File: config.mk
export PLATFORM = sky130hd
export DESIGN_NAME = mbe_mul
export DESIGN_NICKNAME = d
export VERILOG_FILES = /design/src/mbe_mul.sv
export SDC_FILE = /design/constraint.sdc
export NUM_CORES = 2
export LEC_CHECK = 0
export ABC_AREA = 1
export BUFFER_PORTS_ARGS = -buffer_cell sky130_fd_sc_hd__buf_2
export CAP_MARGIN = 30
export CORE_AREA = 10 10 628 476
export DETAILED_ROUTE_END_ITERATION = 16
export DIE_AREA = 0 0 638 486
export GPL_TIMING_DRIVEN = 0
export PLACE_DENSITY = 0.46
export SLEW_MARGIN = 40
export SYNTH_ARGS = -nofsm -noshare
export SYNTH_HDL_FRONTEND = slang
export SYNTH_SLANG_ARGS = --single-unit
File: constraint.sdc
create_clock -name i_clk -period 31 [get_ports i_clk]
set_input_delay 0 -clock i_clk [delete_from_list [all_inputs] [get_ports i_clk]]
set_output_delay 0 -clock i_clk [all_outputs]
set_load 0.05 [all_outputs]
File: src/mbe_mul.sv
// Iterative 64x64 multiplier built on one 32x32 multiplier, optional sign handling.
// Four partial products, one per cycle; result valid with o_done. Uses no package.
module mbe_mul (
    input  logic         i_clk,
    input  logic         i_rst_n,
    input  logic         i_start,
    input  logic         i_sgn,
    input  logic [63:0]  i_a,
    input  logic [63:0]  i_b,
    output logic         o_done,
    output logic [127:0] o_prod
);
    logic         r_busy;
    logic         r_done;
    logic [2:0]   r_cnt;
    logic [63:0]  r_a;
    logic [63:0]  r_b;
    logic         r_neg;
    logic [63:0]  r_pp;
    logic [127:0] r_acc;
    logic [127:0] r_prod;
    logic [31:0]  a_part;
    logic [31:0]  b_part;
    logic [1:0]   acc_sel;
    logic [127:0] pp_shift;

    always_comb begin
        a_part  = r_cnt[1] ? r_a[63:32] : r_a[31:0];
        b_part  = r_cnt[0] ? r_b[63:32] : r_b[31:0];
        acc_sel = 2'(r_cnt - 3'd1);
        case (acc_sel)
            2'd0:    pp_shift = {64'd0, r_pp};
            2'd3:    pp_shift = {r_pp, 64'd0};
            default: pp_shift = {32'd0, r_pp, 32'd0};
        endcase
    end

    always_ff @(posedge i_clk) begin
        if (!i_rst_n) begin
            r_busy <= 1'b0;
            r_done <= 1'b0;
            r_cnt  <= 3'd0;
        end else begin
            r_done <= 1'b0;
            if (i_start) begin
                r_busy <= 1'b1;
                r_cnt  <= 3'd0;
            end else if (r_busy) begin
                r_cnt <= r_cnt + 3'd1;
                if (r_cnt == 3'd5) begin
                    r_busy <= 1'b0;
                    r_done <= 1'b1;
                end
            end
        end
    end

    always_ff @(posedge i_clk) begin
        if (i_start) begin
            r_a   <= (i_sgn && i_a[63]) ? 64'd0 - i_a : i_a;
            r_b   <= (i_sgn && i_b[63]) ? 64'd0 - i_b : i_b;
            r_neg <= i_sgn && (i_a[63] ^ i_b[63]);
            r_acc <= '0;
        end else if (r_busy) begin
            if (r_cnt <= 3'd3) r_pp <= 64'(a_part * b_part);
            if (r_cnt >= 3'd1 && r_cnt <= 3'd4) r_acc <= r_acc + pp_shift;
            if (r_cnt == 3'd5) r_prod <= r_neg ? 128'd0 - r_acc : r_acc;
        end
    end

    assign o_done = r_done;
    assign o_prod = r_prod;
endmodule

==> impl_metrics.tcl <==
set metrics [dict create \
    startpoint_type "register" \
    synth_common_cells "nand2_1 (2569), inv_1 (2413), nor2_1 (1372)" \
    dieArea_um2 310000 \
    worstSetupEndpointType "register" \
    synthAdderAreaFrac_pct 32.2 \
    synth_xor_area_share_pct 4.33 \
    clkLatencyLatePin_ps 730 \
    cts_tree "built" \
    tns_ps 0 \
    netlist_instances 10200 \
    drive_gt1_share_pct 6.23 \
    maxCapViolations 0 \
    synth_ff_type "edfxtp_1" \
    rsz0062_at_grt "false" \
    setup_ws_ps 20980 \
    yosysTopAreaCellShare_pct 25.2 \
    dp_hpwl_um 310000 \
    pre_cts_ws_ps 21010 \
    wirelength_um 355000 \
    finalCritPeriodShare_pct 32.3 \
    syn_avg_cell_area_um2 7.01 \
    vias_per_cell 4.65 \
    die_w_um 638 \
    globalRouteOverflowTotal 0 \
    cts_buffers 52 \
    ys_warn_count 0 \
    cp-endpoint "r_pp[54]" \
    r2r_setup_slack_ps 20980 \
    slowest_delay_ps 690 \
    finalSetupViolations 0 \
    fillCellCount 32400 \
    cp_slowest_cell "clkbuf_1" \
    drt-initial-drc-count 7052 \
    fmax_ghz 0.0998 \
    routabilityCongestion 1.01 \
    htree_levels 2 \
    fin_skew_ps 54.9 \
    synth_cell_types 53 \
    grt_pass1_wl_um 496000 \
    synth-simple-area-share_pct 26.3 \
    fp-row-count 171 \
    final_antenna_net_count 0 \
    synth_area_leaders "fa_1 (25%), nand2_1 (14%), edfxtp_1 (14%)" \
    area_delta_synth_final_pct 14.5 \
    grt_pass1_vias 66600 \
    first_pass_iters 8 \
    hp-class "input pin to register" \
    max_slew.worst_pin.slew_ps 953 \
    timing.rr.end "r_pp[54]" \
    holdWs_ps 88.9 \
    synth_nets 11600 \
    crit_start "r_cnt[0]" \
    period_needed_ps 10020 \
    placed_area_um2 78200 \
    ioPinCount 261 \
    crit_required_ps 31510 \
    synth_compound_area_share_pct 5.71 \
    grt_usage_pct 22.2 \
    synth_top_family_by_area "adder cells" \
    ys_ff_latch 454 \
    antenna_found_initial 16 \
    rr_worst_depth 31 \
    cts_root_buf "clkbuf_16" \
    fin_nets 12100 \
    synth_top_cell_by_area "fa_1" \
    ys_seq_area_share_pct 17.2 \
    cts.sinks 454 \
    syn_area_um2 71300 \
    start_util_pct 24.8 \
    hold_violations 0 \
    fp.dieH_um 486 \
    via_count 67800 \
    core_um2 287000 \
    async_flop_share_pct 0 \
    slew-limit-headroom_pct 36.5 \
    cp_max_fo 10 \
    postLayoutCellArea_um2 81700 \
    drc 0 \
    worstSetupPathType "register to register" \
    clockBufferDepth 3 \
    grt_max_degree 74 \
    synth_most_common_cell "nand2_1" \
    synth_edf_count 321 \
    maxSlewViolCount 0 \
    outcome "finished clean" \
    path_clk_slew_ps 60 \
    cp.arrival_ps 10530 \
    synthMuxAreaShare_pct 0 \
    wire_per_inst_um 24.4 \
    port_buffers 260 \
    r2r-start "r_cnt[0]" \
]
==> logic make-up after synthesis <==
logic type / after synthesis
XOR/XNOR: 353
buffers and inverters: 2700
AND/OR/NAND/NOR: 4634
AO/OA/AOI/OAI: 743
flip-flops: 454
adder cells (fa/ha/maj): 1296
==> cell type report <==
class                           count  area, µm²  area share (%)
Clock inverter                     31        295           0.362
Timing Repair Buffer              480       3500            4.29
Buffer                            259       1110            1.36
Antenna cell                        5       12.5          0.0153
Sequential cell                   454      12300            15.1
Inverter                         2441       9160            11.2
Clock buffer                       65       1350            1.65
Tap cell                         3806       4760            5.83
Multi-Input combinational cell   7026      49200            60.2
==> how the worst min path moves through the flow <==
stage                 from     end  slack [ps]  cells past startpoint
floorplan           i_a[0]  r_a[0]         100                      0
global placement    i_a[0]  r_a[0]         210                      1
detailed placement  i_a[0]  r_a[0]         210                      1
CTS                 i_b[0]  r_b[0]          40                      2
global route        i_a[0]  r_a[0]          90                      2
finish              i_a[0]  r_a[0]          90                      2
==> state kept, by name (all words and copies together), names as in the netlist <==
| name | count |
|---|---|
| r_b | 64 |
| r_neg | 1 |
| r_acc | 128 |
| r_a | 64 |
| r_cnt | 3 |
| r_pp | 64 |
| r_busy | 1 |
| o_done | 1 |
| o_prod | 128 |
==> layout by cell type, fill, tap and decap left out, types with 16 or more instances in the layout <==
master,Yosys,layout
a21o_1,16,16
inv_1,2413,2413
dlygate4sd3_1,0,179
nor3_1,92,89
o21ai_1,43,26
nand4_1,133,133
nand3_1,310,310
nor2_1,1372,1372
edfxtp_1,321,321
a21oi_1,316,316
clkbuf_16,0,52
nor4_1,31,30
dfxtp_1,133,133
xor2_1,318,318
fa_1,897,897
clkbuf_2,0,73
o21ai_0,222,206
o22ai_1,64,64
or2_2,71,71
buf_2,30,306
o21ai_4,1,21
clkbuf_1,221,161
ha_1,399,399
clkinv_1,20,26
o21ai_2,20,33
xnor2_1,35,35
nand2_1,2569,2569
==> routing by layer <==
layer	global-route usage (%)	part of all wire, %	vias to the layer above
li1	-	-	31500
met1	31.8	46	32700
met2	31.6	39	3012
met3	5.80	10	568
met4	8.44	4.7	18
met5	0	0.030	-
==> per-stage QoR <==
stage / instances / util [%]
2_1_floorplan: 10200 / -
3_3_place_gp: 14200 / 26.9
3_5_place_dp: 14300 / 27.2
4_1_cts: 14600 / 28.4
5_1_grt: 14600 / 28.4
6_report: 14600 / 28.4
==> repair_timing <==
item | CTS | global route
gates resized for setup | 0 | 0
hold buffers | 179 | 0
endpoints found under the hold margin | 191 | 0
endpoints found under the setup margin | 0 | 0
buffers inserted | 0 | 0
==> critical path: cells and delay by family, from the launching register on <==
kind / cells / cell delay, ps
xor+xnor: 1 / 290
fa+ha+maj: 9 / 4520
flops: 1 / 370
compound gates: 2 / 350
buf+inv: 12 / 2770
simple gates: 7 / 1490
Power is not shown: default switching activity piles up to over one toggle a cycle in this logic, so the estimate is an artifact.
